===== src/hdl/bmff_ram.sv =====
`timescale 1ns / 1ps

module bmff_ram #(
  parameter int WIDTH = 16,
  parameter int DEPTH = 64,
  parameter int AW    = (DEPTH > 1) ? $clog2(DEPTH) : 1
) (
  input  logic             clk,
  input  logic             we,
  input  logic [AW-1:0]    waddr,
  input  logic [WIDTH-1:0] wdata,
  input  logic             re,
  input  logic [AW-1:0]    raddr,
  output logic [WIDTH-1:0] rdata
);

  logic [WIDTH-1:0] mem [DEPTH];

  always_ff @(posedge clk) begin
    if (we) begin
      mem[waddr] <= wdata;
    end
    if (re) begin
      rdata <= mem[raddr];
    end
  end

endmodule


===== config.mk =====
export PLATFORM = sky130hd
export DESIGN_NAME = bmff_ram
export DESIGN_NICKNAME = d
export VERILOG_FILES = /design/src/hdl/bmff_ram.sv
export SDC_FILE = /design/constraint.sdc
export NUM_CORES = 1
export LEC_CHECK = 0
export BUFFER_PORTS_ARGS = -buffer_cell sky130_fd_sc_hd__buf_4
export CAP_MARGIN = 20
export CELL_PAD_IN_SITES_DETAIL_PLACEMENT = 1
export CELL_PAD_IN_SITES_GLOBAL_PLACEMENT = 2
export CORE_ASPECT_RATIO = 0.5
export CORE_UTILIZATION = 55
export DETAILED_ROUTE_END_ITERATION = 7
export PLACE_DENSITY_LB_ADDON = 0.2
export SLEW_MARGIN = 20
export SYNTH_ARGS = -nofsm -noshare
export SYNTH_HDL_FRONTEND = slang
export SYNTH_SLANG_ARGS = --single-unit

===== constraint.sdc =====
create_clock -name clk -period 3.4 [get_ports clk]
set_clock_uncertainty 0.05 [all_clocks]
set_input_delay 0.17 -clock clk [delete_from_list [all_inputs] [get_ports clk]]
set_output_delay 0.17 -clock clk [all_outputs]
set_load 0.02 [all_outputs]

==> results.txt, run 1 <==
----------------------------------------------------
[STA]
  Worst Tran Pin Value ... 1100 ps
  Crit path time final ... 2590 ps
  RSZ-0062 raised after global routing ... false
  Hold Vio Cnt, Final ... 0
  Remaining max-slew budget at the tightest pin ... 0.265
  Period utilisation layout ... 0.761
  Final count of negative-setup-slack endpoints ... 0
  Least setup slack across all paths after layout ... 813 ps
  Pins Over Slew Limit ... 0
  Highest Clock Rate ... 0.387 GHz
  Post-route setup TNS ... 0 ps

[Worst setup path]
  Depth of the worst register-to-register path ... 5
  Critical Path, Cell by Cell ... mux4_2 > mux2i_1 > a22oi_1 > a31oi_1 > a311oi_1
  CP required ... 3720 ps
  Reg-to-reg critical path startpoint ... mem[7][15]
  Signal arrival time at the worst endpoint ... 2910 ps
  Startpoint-to-endpoint class of the critical path ... flop to flop
  Total buffers and inverters traversed by the critical path ... 0
  Element type at the critical path end ... flop
  CP peak stage delay ... 740 ps
  Source of the critical timing path ... mem[7][15]
  Maximum fanout count along the critical path ... 1
  Type of element launching the critical path ... flop
  Instance count on the critical path ... 5
  Kind of cell with the highest combined delay on the critical path ... compound AO/OA/AOI/OAI gates
  Slowest cell on crit path ... sky130_fd_sc_hd__a31oi_1

[Hold path]
  Worst Hold Depth ... 1
  Class of the most critical hold timing path ... input port to flop
  Hold Path Origin ... wdata[6]

[Route]
  Vias ... 19.6k
  Routed length per placed instance ... 33.5 um
  Number of remaining DRC errors ... 0
  Vias per std cell ... 6.49
  DR pass1 iterations ... 5
  Detailed router's first-iteration violation count ... 2254
  Post-detailed-routing wire length ... 101000 um
  Final antenna-violating net count ... 0

[Floorplan]
  Starting density of the core ... 0.561
  Floorplan die area ... 74200 um^2
  Height of the chip ... 193 um
  # rows ... 69
  Core Region ... 71700 um^2
  Horizontal die dimension ... 384 um
  I/O pin cnt ... 47

[Logic synthesis]
  Count of warnings emitted by yosys ... 0
  Async set-or-reset flop fraction in the synthesized netlist ... 0
  Count of distinct cell types in the synthesized netlist ... 42
  Synthesized cell area ... 40200 um^2
  Synthesized area per cell ... 22.0 um^2
  Register bit total from synthesis ... 1040
  Share of the yosys chip area belonging to registers ... 0.777
  Fraction of synthesized cell area taken by the top area cell type ... 0.777
  Top cell type by total area after synthesis ... sky130_fd_sc_hd__edfxtp_1
  Leading cell types by count after synthesis ... sky130_fd_sc_hd__edfxtp_1 (1040), sky130_fd_sc_hd__mux4_2 (220), sky130_fd_sc_hd__mux2i_1 (85)
  Synthesized instance count ... 1829
  Cell types occupying the most area after synthesis ... sky130_fd_sc_hd__edfxtp_1 (78%), sky130_fd_sc_hd__mux4_2 (12%), sky130_fd_sc_hd__mux2i_1 (2.1%)
  Post-synth net total ... 1860
  Most repeated cell in the gate-level netlist after synthesis ... sky130_fd_sc_hd__edfxtp_1
  Most used flip-flop cell after synthesis ... sky130_fd_sc_hd__edfxtp_1
  Number of enable flip-flop cells after synthesis ... 1040

[Place]
  Port-buffer cells ... 46
  Sum of net half-perimeters after detailed placement ... 59800 um
  Cell count after placement ... 2846
  GPL Wtd Cong ... 0.802
  Post-Place Setup Slack ... 333 ps

[Power]
  Power density over the cells ... 575 nW/um^2
  Leakage Power ... 0.0142 uW
  Total power consumption of the routed design ... 25800 uW
  Peak ir drop on the vdd network ... 0.000376 V

[Clocking]
  H-tree Lvls ... 3
  Reg clk slew, reported paths ... 60 ps
  Clock root buffer master ... sky130_fd_sc_hd__clkbuf_16
  Number of buffers added for setup after CTS ... 0
  Source-to-sink clock delay at the later pin of the worst-skew pair ... 670 ps
  # clock sinks ... 1040
  TritonCTS clock tree ... yes
  Hold buffer count at cts ... 2
  Number of buffers created by CTS ... 87
  Maximum buffer depth of the clock tree ... 3
  Resize count post-CTS ... 0

[Global route]
  Via count of the first global-routing pass ... 20.3k
  Maximum number of pins on one net before global-route repair ... 84
  First-pass GRT wire length ... 144000 um
  Grt total ovfl ... 0
  GR Util All Layers ... 0.278
  Number of antenna violations at the first check in global routing ... 7

[Cells and area]
  Utilization after layout ... 0.627
  Net count of the finished layout ... 2010
  Fraction of layout cells with a size suffix above 1 ... 0.262
  Area used by multi-input combinational logic ... 8250 um^2
  Filler cell count in the final layout ... 5852
  Synth-to-layout area growth ... 11.7%
  Flip-flop and latch area ... 31200 um^2
  Post-Layout Cell Count ... 3012

[Outcome]
  Outcome ... complete, no violations

[Flow run]
  Number of max-capacitance violations reported ... 0

----------------------------------------------------
## worst paths after layout
kind | slack [ps] | to
worst max-delay path | 810 | rdata[15]
worst min-delay path | 20 | mem[46][6]
worst max register to register | 810 | rdata[15]
worst min register to register | 940 | rdata[4]
## report_power, final
group | leakage (uW) | total [uW] | switching [uW] | internal (uW)
registers | 0.00937 | 14300 | 38.2 | 14200
clock network | 0.00138 | 10200 | 4520 | 5700
logic | 0.00346 | 1360 | 867 | 494
## registers in the layout, summed over array words and instances, names as in the netlist
signal / cells
mem: 1024
rdata: 16
## stage by stage
| step | hold WS (ps) | instance area (um^2) |
|---|---|---|
| global placement | 551 | 42000 |
| finish | 18.8 | 44900 |
| detailed placement | 552 | 42000 |
| floorplan | 219 | 40200 |
| CTS | 5.83 | 44900 |
| global route | 26.6 | 44900 |
## cell families after synthesis
group / after synthesis / synth area share
buffers and inverters: 104 / 0.0182
AOI/OAI and AO/OA: 129 / 0.0240
muxes: 336 / 0.155
DFF: 1040 / 0.777
and+or+nand+nor: 220 / 0.0264
## final cells by class
type / count / share of cell area
flip-flops and latches: 1040 / 0.696
repair buffers: 165 / 0.0300
diodes: 2 / 0.000111
multi-input cells: 685 / 0.184
clock buffers: 110 / 0.0518
clock inverters: 52 / 0.0119
well taps: 958 / 0.0267
## cells in the final DEF, fill, tap and decap left out, drive strengths merged, types with 11 or more instances in the layout
cell type	count
buf	162
nand3	24
nand4	12
a21oi	17
a22oi	39
mux2	27
mux4	224
clkinv	36
nor2	74
nand2	60
clkbuf	111
nor2b	30
edfxtp	1040
a221oi	16
mux2i	85
bufinv	11
## per-layer routing
layer | vias up | GRT usage | share of wire
met5 | - | 0 | 0.00022
met4 | 4 | 0.0760 | 0.022
met3 | 139 | 0.0618 | 0.084
met2 | 848 | 0.444 | 0.48
met1 | 10565 | 0.394 | 0.41
li1 | 7994 | - | -
No activity file was read; power rests on OpenSTA's default activity.
==> run 2, diff against run 1 <==
--- a/config.mk
+++ b/config.mk
@@ -10,7 +10,7 @@
 export CELL_PAD_IN_SITES_DETAIL_PLACEMENT = 1
 export CELL_PAD_IN_SITES_GLOBAL_PLACEMENT = 2
 export CORE_ASPECT_RATIO = 0.5
-export CORE_UTILIZATION = 55
+export CORE_UTILIZATION = 51
 export DETAILED_ROUTE_END_ITERATION = 7
 export PLACE_DENSITY_LB_ADDON = 0.2
 export SLEW_MARGIN = 20
==> constraint.sdc (replaced) <==
create_clock -name clk -period 2.55 [get_ports clk]
set_clock_uncertainty 0.05 [all_clocks]
set_input_delay 0.1275 -clock clk [delete_from_list [all_inputs] [get_ports clk]]
set_output_delay 0.1275 -clock clk [all_outputs]
set_load 0.02 [all_outputs]
==> run 2 against run 1 <==
Cell area up 1.9%; register-to-register slack worse by 750 ps; highest routed layer unchanged; non-clock buffer count up 84; maximum frequency up 4.2%; setup slack worse by 750 ps; global-route usage down 1.6 points; core utilization down 3.8 points; largest cell class unchanged; via count up 0.25%; clock power up 30%; first-iteration DRC count down 3.1%; worst hold slack worse by 6.2 ps.
==> results.txt, run 2 (synthesis results as in run 1) <==
----------------------------------------------------
[STA]
  Post-route worst hold slack ... 12.6 ps (-6.17 ps)
  Post-route setup TNS ... 0 ps (unchanged)
  Pins Over Slew Limit ... 0 (unchanged)
  Remaining max-slew budget at the tightest pin ... 0.416 (+0.151)
  Hold Vio Cnt, Final ... 0 (unchanged)
  RSZ-0062 raised after global routing ... false
  Worst Tran Pin Value ... 876 ps (-225 ps)
  Crit path time final ... 2480 ps (-105 ps)
  Highest Clock Rate ... 0.403 GHz (+4.2%)
  Period utilisation layout ... 0.973 (+0.213)
  Final count of negative-setup-slack endpoints ... 0 (unchanged)

[Global route]
  Number of antenna violations at the first check in global routing ... 12 (+5)
  Maximum number of pins on one net before global-route repair ... 65 (-23%)
  Grt total ovfl ... 0 (unchanged)
  GR Util All Layers ... 0.262 (-0.0161)
  First-pass GRT wire length ... 148000 um (+2.6%)
  Via count of the first global-routing pass ... 20.7k (+2.3%)

[Cells and area]
  Filler cell count in the final layout ... 6532 (+12%)
  Commonest non-fill, non-tap cell in the layout ... sky130_fd_sc_hd__edfxtp_1
  Flip-flop and latch area ... 31200 um^2 (unchanged)
  Area used by multi-input combinational logic ... 8250 um^2 (about the same)
  Net count of the finished layout ... 2096 (+4.3%)
  Synth-to-layout area growth ... 13.8%
  Number of flip-flops in the largest register ... 1024 (unchanged)
  Most flops, register ... mem
  Most used cells in the layout excluding fill and tap cells ... sky130_fd_sc_hd__edfxtp_1 (1040), sky130_fd_sc_hd__mux4_2 (220), sky130_fd_sc_hd__buf_4 (211)
  Utilization after layout ... 0.589 (-0.0376)
  Fraction of layout cells with a size suffix above 1 ... 0.286 (+0.0235)
  Biggest registers after layout ... mem x1024, rdata x16

[Worst setup path]
  Maximum fanout count along the critical path ... 1 (unchanged)
  Critical Path, Cell by Cell ... mux4_2 > mux2i_1 > a22oi_1 > buf_4 > a31oi_1 > buf_4 > a311oi_1
  Signal arrival time at the worst endpoint ... 2840 ps (-70 ps)
  Type of element launching the critical path ... flop
  Slowest cell on crit path ... sky130_fd_sc_hd__mux4_2
  Startpoint-to-endpoint class of the critical path ... flop to flop
  Element type at the critical path end ... flop
  Source of the critical timing path ... mem[7][11]
  CP peak stage delay ... 470 ps (-270 ps)
  CP required ... 2910 ps (-810 ps)
  Most used cell along the critical path ... sky130_fd_sc_hd__buf_4
  Reg-to-reg critical path startpoint ... mem[7][11]

[Route]
  Post-detailed-routing wire length ... 102000 um (+1.5%)
  DR pass1 iterations ... 5 (unchanged)
  Number of remaining DRC errors ... 0 (unchanged)
  Final antenna-violating net count ... 0 (unchanged)
  Vias ... 19.6k (+0.25%)
  Vias per std cell ... 6.18 (-4.8%)
  Detailed router's first-iteration violation count ... 2184 (-3.1%)
  Routed length per placed instance ... 32.3 um (-3.6%)

[Hold path]
  Hold Path Origin ... wdata[3]
  Class of the most critical hold timing path ... input port to flop

[Clocking]
  Source-to-sink clock delay at the later pin of the worst-skew pair ... 690 ps (+20 ps)
  Reg clk slew, reported paths ... 70 ps (about the same)
  Number of buffers created by CTS ... 89 (+2.3%)
  Maximum buffer depth of the clock tree ... 3 (unchanged)
  Number of buffers added for setup after CTS ... 0 (unchanged)
  H-tree Lvls ... 3 (unchanged)
  TritonCTS clock tree ... yes
  Clock root buffer master ... sky130_fd_sc_hd__clkbuf_16
  # clock sinks ... 1040 (unchanged)
  Resize count post-CTS ... 0 (unchanged)

[Floorplan]
  Core Region ... 77700 um^2 (+8.4%)
  Starting density of the core ... 0.518 (-0.0433)
  # rows ... 72 (+4.3%)
  Height of the chip ... 201 um (+3.8%)
  I/O pin cnt ... 47 (unchanged)
  Floorplan die area ... 80000 um^2 (+7.8%)
  Horizontal die dimension ... 399 um (+3.8%)

[Power]
  Sw Share ... 0.214 (+0.00418)
  Power density over the cells ... 749 nW/um^2 (+30%)
  Clock power share ... 0.388 (-0.008)
  Proportion of power drawn by flip-flops and latches ... 0.555 (+0.003)
  Switching power summed over all nets ... 7340 uW (+35%)
  Peak ir drop on the vdd network ... 0.000484 V (+29%)
  Internal power component ... 26900 uW (+32%)
  Leakage Power ... 0.0146 uW (+3.0%)
  Part of the total power dissipated in combinational logic ... 0.058 (+0.005)

[Outcome]
  Outcome ... complete, no violations

[Place]
  Port-buffer cells ... 46 (unchanged)
  GPL Wtd Cong ... 0.852 (+6.2%)
  Sum of net half-perimeters after detailed placement ... 62900 um (+5.1%)

[Flow run]
  Number of max-capacitance violations reported ... 0 (unchanged)

----------------------------------------------------
-- run 2: cell types whose count changed in the layout (fill, tap and decap cells not counted), sizes merged, moves of 2 or more --
cell,change
bufinv,-4
diode,+2
dlygate4sd3,+12
clkinv,+3
clkbuf,-4
buf,+72
-- run 2: routing by layer --
| metal | up-vias | wire, um | global-route usage |
|---|---|---|---|
| li1 | 8149 | - | - |
| met3 | 142 | 8050 | 0.0646 |
| met2 | 777 | 48600 | 0.407 |
| met4 | 6 | 2240 | 0.0660 |
| met5 | - | 34 | 0 |
| met1 | 10525 | 43500 | 0.377 |
-- run 2: final timing paths --
kind | end | slack, ps | cells after the start
worst max-delay path | rdata[11] | 70 | 7
worst min-delay path | mem[47][3] | 10 | 1
worst max register to register | rdata[11] | 70 | 7
worst min register to register | rdata[9] | 920 | 4
-- run 2: what timing repair did --
| item | 4_1_cts | 5_1_grt |
|---|---|---|
| hold endpoints to repair | 149 | 2 |
| hold buffers | 13 | 1 |
| setup endpoints to repair | 0 | 0 |
-- run 2: layout make-up --
| cell class | count | area share |
|---|---|---|
| Sequential cell | 1040 | 0.683 |
| Multi-Input combinational cell | 685 | 0.180 |
| Clock buffer | 106 | 0.0506 |
| Timing Repair Buffer | 249 | 0.0478 |
| Tap cell | 1036 | 0.0283 |
| Clock inverter | 52 | 0.0100 |
| Antenna cell | 4 | 0.000219 |
-- run 2: power groups by stage --
| stage | clock network, uW | logic, uW | registers [uW] |
|---|---|---|---|
| 4_1_cts | 13500 | 1980 | 19000 |
| 5_1_grt | 14100 | 2080 | 19000 |
| 3_5_place_dp | 0 | 1960 | 19400 |
| 2_1_floorplan | 0 | 980 | 19400 |
| 3_3_place_gp | 0 | 1890 | 19400 |
| 6_report | 13300 | 1970 | 19000 |
-- run 2: metrics by stage --
stage	std cells	setup WS, ps	instance area, um^2	power, uW
4_1_cts	3167	115	45700	34500
2_1_floorplan	1829	338	40200	20400
5_1_grt	3169	54.4	45700	35200
3_3_place_gp	2996	-185	42800	21300
6_report	3172	67.7	45700	34300
3_5_place_dp	2996	-272	42800	21300
-- run 2: critical path, delay by kind of cell (launching register included) --
family                 cells  cell delay [ps]
multiplexers               2              690
AO/OA/AOI/OAI              3              630
buffers and inverters      2              450
flip-flops                 1              380
==> run 3, diff against run 2 <==
--- a/config.mk
+++ b/config.mk
@@ -7,10 +7,10 @@
 export LEC_CHECK = 0
 export BUFFER_PORTS_ARGS = -buffer_cell sky130_fd_sc_hd__buf_4
 export CAP_MARGIN = 20
-export CELL_PAD_IN_SITES_DETAIL_PLACEMENT = 1
-export CELL_PAD_IN_SITES_GLOBAL_PLACEMENT = 2
+export CELL_PAD_IN_SITES_DETAIL_PLACEMENT = 0
+export CELL_PAD_IN_SITES_GLOBAL_PLACEMENT = 1
 export CORE_ASPECT_RATIO = 0.5
-export CORE_UTILIZATION = 51
+export CORE_UTILIZATION = 56
 export DETAILED_ROUTE_END_ITERATION = 7
 export PLACE_DENSITY_LB_ADDON = 0.2
 export SLEW_MARGIN = 20
==> run 3 against run 2 <==
Routed wire length is 8.2% lower; worst hold slack improved by 9.6 ps; cell area is 0.73% lower; global-route usage is 0.12 points higher; sequential power barely moved; non-clock buffer count shrank 19.
==> results.txt, run 3 (synthesis results as in run 1) <==
----------------------------------------------------
[Global route]
  Number of antenna violations at the first check in global routing ... 7 (-5)
  First-pass GRT wire length ... 135000 um (-8.7%)
  GR Util All Layers ... 0.263 (+0.00120)
  Grt total ovfl ... 0 (unchanged)
  Via count of the first global-routing pass ... 19.4k (-6.4%)
  Maximum number of pins on one net before global-route repair ... 65 (unchanged)

[Cells and area]
  Synth-to-layout area growth ... 12.9%
  Utilization after layout ... 0.640 (+0.0508)
  Commonest non-fill, non-tap cell in the layout ... sky130_fd_sc_hd__edfxtp_1
  Filler cell count in the final layout ... 4677 (-28%)
  Final Instance Area ... 45400 um^2 (-0.73%)
  Area used by multi-input combinational logic ... 8250 um^2 (unchanged)
  Flip-flop and latch area ... 31200 um^2 (unchanged)
  Number of flip-flops in the largest register ... 1024 (unchanged)
  Fraction of layout cells with a size suffix above 1 ... 0.282 (-0.00398)
  Post-Layout Cell Count ... 3075 (-3.1%)
  Biggest registers after layout ... mem x1024, rdata x16
  Net count of the finished layout ... 2077 (-0.91%)
  Most used cells in the layout excluding fill and tap cells ... sky130_fd_sc_hd__edfxtp_1 (1040), sky130_fd_sc_hd__mux4_2 (220), sky130_fd_sc_hd__buf_4 (199)
  Most flops, register ... mem

[Clocking]
  Number of buffers created by CTS ... 89 (unchanged)
  H-tree Lvls ... 3 (unchanged)
  Clock root buffer master ... sky130_fd_sc_hd__clkbuf_16
  Maximum buffer depth of the clock tree ... 3 (unchanged)
  Number of buffers added for setup after CTS ... 0 (unchanged)
  # clock sinks ... 1040 (unchanged)
  Source-to-sink clock delay at the later pin of the worst-skew pair ... 670 ps (-20 ps)
  Resize count post-CTS ... 0 (unchanged)
  TritonCTS clock tree ... yes
  Reg clk slew, reported paths ... 70 ps (about the same)

[Worst setup path]
  Total buffers and inverters traversed by the critical path ... 1 (-1)
  Critical Path, Cell by Cell ... mux4_2 > mux2i_1 > a22oi_1 > a31oi_1 > buf_4 > a311oi_1
  Slowest cell on crit path ... sky130_fd_sc_hd__mux4_2
  Type of element launching the critical path ... flop
  Element type at the critical path end ... flop
  Kind of cell with the highest combined delay on the critical path ... multiplexers
  Startpoint-to-endpoint class of the critical path ... flop to flop
  Signal arrival time at the worst endpoint ... 2590 ps (-250 ps)
  Maximum fanout count along the critical path ... 1 (unchanged)
  CP required ... 2890 ps (-20 ps)
  CP peak stage delay ... 500 ps (+30 ps)

[Place]
  Area post-placement ... 42500 um^2 (-0.81%)
  Port-buffer cells ... 46 (unchanged)
  Sum of net half-perimeters after detailed placement ... 57300 um (-8.8%)
  GPL Wtd Cong ... 0.842 (-1.2%)
  Cell count after placement ... 2898 (-3.3%)

[Route]
  Routed length per placed instance ... 30.6 um (-5.3%)
  Detailed router's first-iteration violation count ... 2283 (+4.5%)
  Number of remaining DRC errors ... 0 (unchanged)
  Vias ... 19.4k (-0.77%)
  Post-detailed-routing wire length ... 94100 um (-8.2%)
  Vias per std cell ... 6.32 (+2.4%)
  Final antenna-violating net count ... 0 (unchanged)
  DR pass1 iterations ... 8 (+3)

[STA]
  Final count of negative-setup-slack endpoints ... 0 (unchanged)
  Post-route setup TNS ... 0 ps (unchanged)
  Period utilisation layout ... 0.880 (-0.0939)
  Remaining max-slew budget at the tightest pin ... 0.337 (-0.0793)
  Highest Clock Rate ... 0.446 GHz (+11%)
  Hold Vio Cnt, Final ... 0 (unchanged)
  Post-route worst hold slack ... 22.2 ps (+9.55 ps)
  RSZ-0062 raised after global routing ... false
  Worst Tran Pin Value ... 984 ps (+109 ps)
  Crit path time final ... 2240 ps (-239 ps)
  Pins Over Slew Limit ... 0 (unchanged)

[Floorplan]
  Horizontal die dimension ... 381 um (-4.5%)
  # rows ... 69 (-4.2%)
  Height of the chip ... 191 um (-4.5%)
  Core Region ... 71000 um^2 (-8.6%)
  Floorplan die area ... 72900 um^2 (-8.9%)
  Starting density of the core ... 0.567 (+0.0488)
  I/O pin cnt ... 47 (unchanged)

[Hold path]
  Class of the most critical hold timing path ... input port to flop

[Flow run]
  Number of max-capacitance violations reported ... 0 (unchanged)

[Outcome]
  Outcome ... complete, no violations

[Power]
  Power density over the cells ... 749 nW/um^2 (about the same)
  Leakage Power ... 0.0145 uW (-0.75%)
  Peak ir drop on the vdd network ... 0.000519 V (+7.0%)

----------------------------------------------------
## run 3: cell types whose count changed in the layout (fill, tap and decap cells not counted), moves of 2 or more
cell,before,now
sky130_fd_sc_hd__buf_4,211,199
sky130_fd_sc_hd__buf_12,21,13
sky130_fd_sc_hd__clkinv_2,12,19
sky130_fd_sc_hd__clkinv_1,24,18
sky130_fd_sc_hd__clkbuf_16,90,93
sky130_fd_sc_hd__clkinv_4,0,3
sky130_fd_sc_hd__diode_2,4,1
sky130_fd_sc_hd__bufinv_16,7,5
sky130_fd_sc_hd__clkbuf_1,16,18
sky130_fd_sc_hd__clkinv_8,3,1
## run 3: what timing repair did
action	in CTS	in global routing
endpoints found under the setup margin	0	0
hold buffers	15	0
endpoints found under the hold margin	288	0
## run 3: worst paths after layout
path	to	slack, ps	cells past startpoint	from
setup / recovery	rdata[0]	310	6	mem[6][0]
hold / removal	mem[17][13]	20	1	wdata[13]
setup reg to reg	rdata[0]	310	6	mem[6][0]
hold reg to reg	rdata[2]	920	4	mem[10][2]
## run 3: power by group
part	leakage, uW	total, uW	switching (uW)	internal [uW]
logic	0.00380	1880	1140	734
clock network	0.00137	13100	5950	7180
registers	0.00937	19000	54.8	19000
## run 3: layout make-up
| class | count | area share |
|---|---|---|
| Clock buffer | 111 | 0.0527 |
| Sequential cell | 1040 | 0.688 |
| Timing Repair Buffer | 230 | 0.0428 |
| Clock inverter | 50 | 0.00854 |
| Antenna cell | 1 | 0.0000551 |
| Multi-Input combinational cell | 685 | 0.182 |
| Tap cell | 958 | 0.0264 |
## run 3: metal layers
layer | wire, um | vias up | track usage
li1 | - | 8126 | -
met4 | 1910 | 6 | 0.0673
met5 | 34 | - | 0
met1 | 39800 | 10335 | 0.389
met3 | 8260 | 122 | 0.0598
met2 | 44000 | 860 | 0.402
## run 3: per-stage QoR
stage,setup WS [ps],total power (uW)
global route,201,34900
detailed placement,-183,21200
floorplan,338,20400
global placement,-186,21200
finish,307,34000
CTS,300,34200
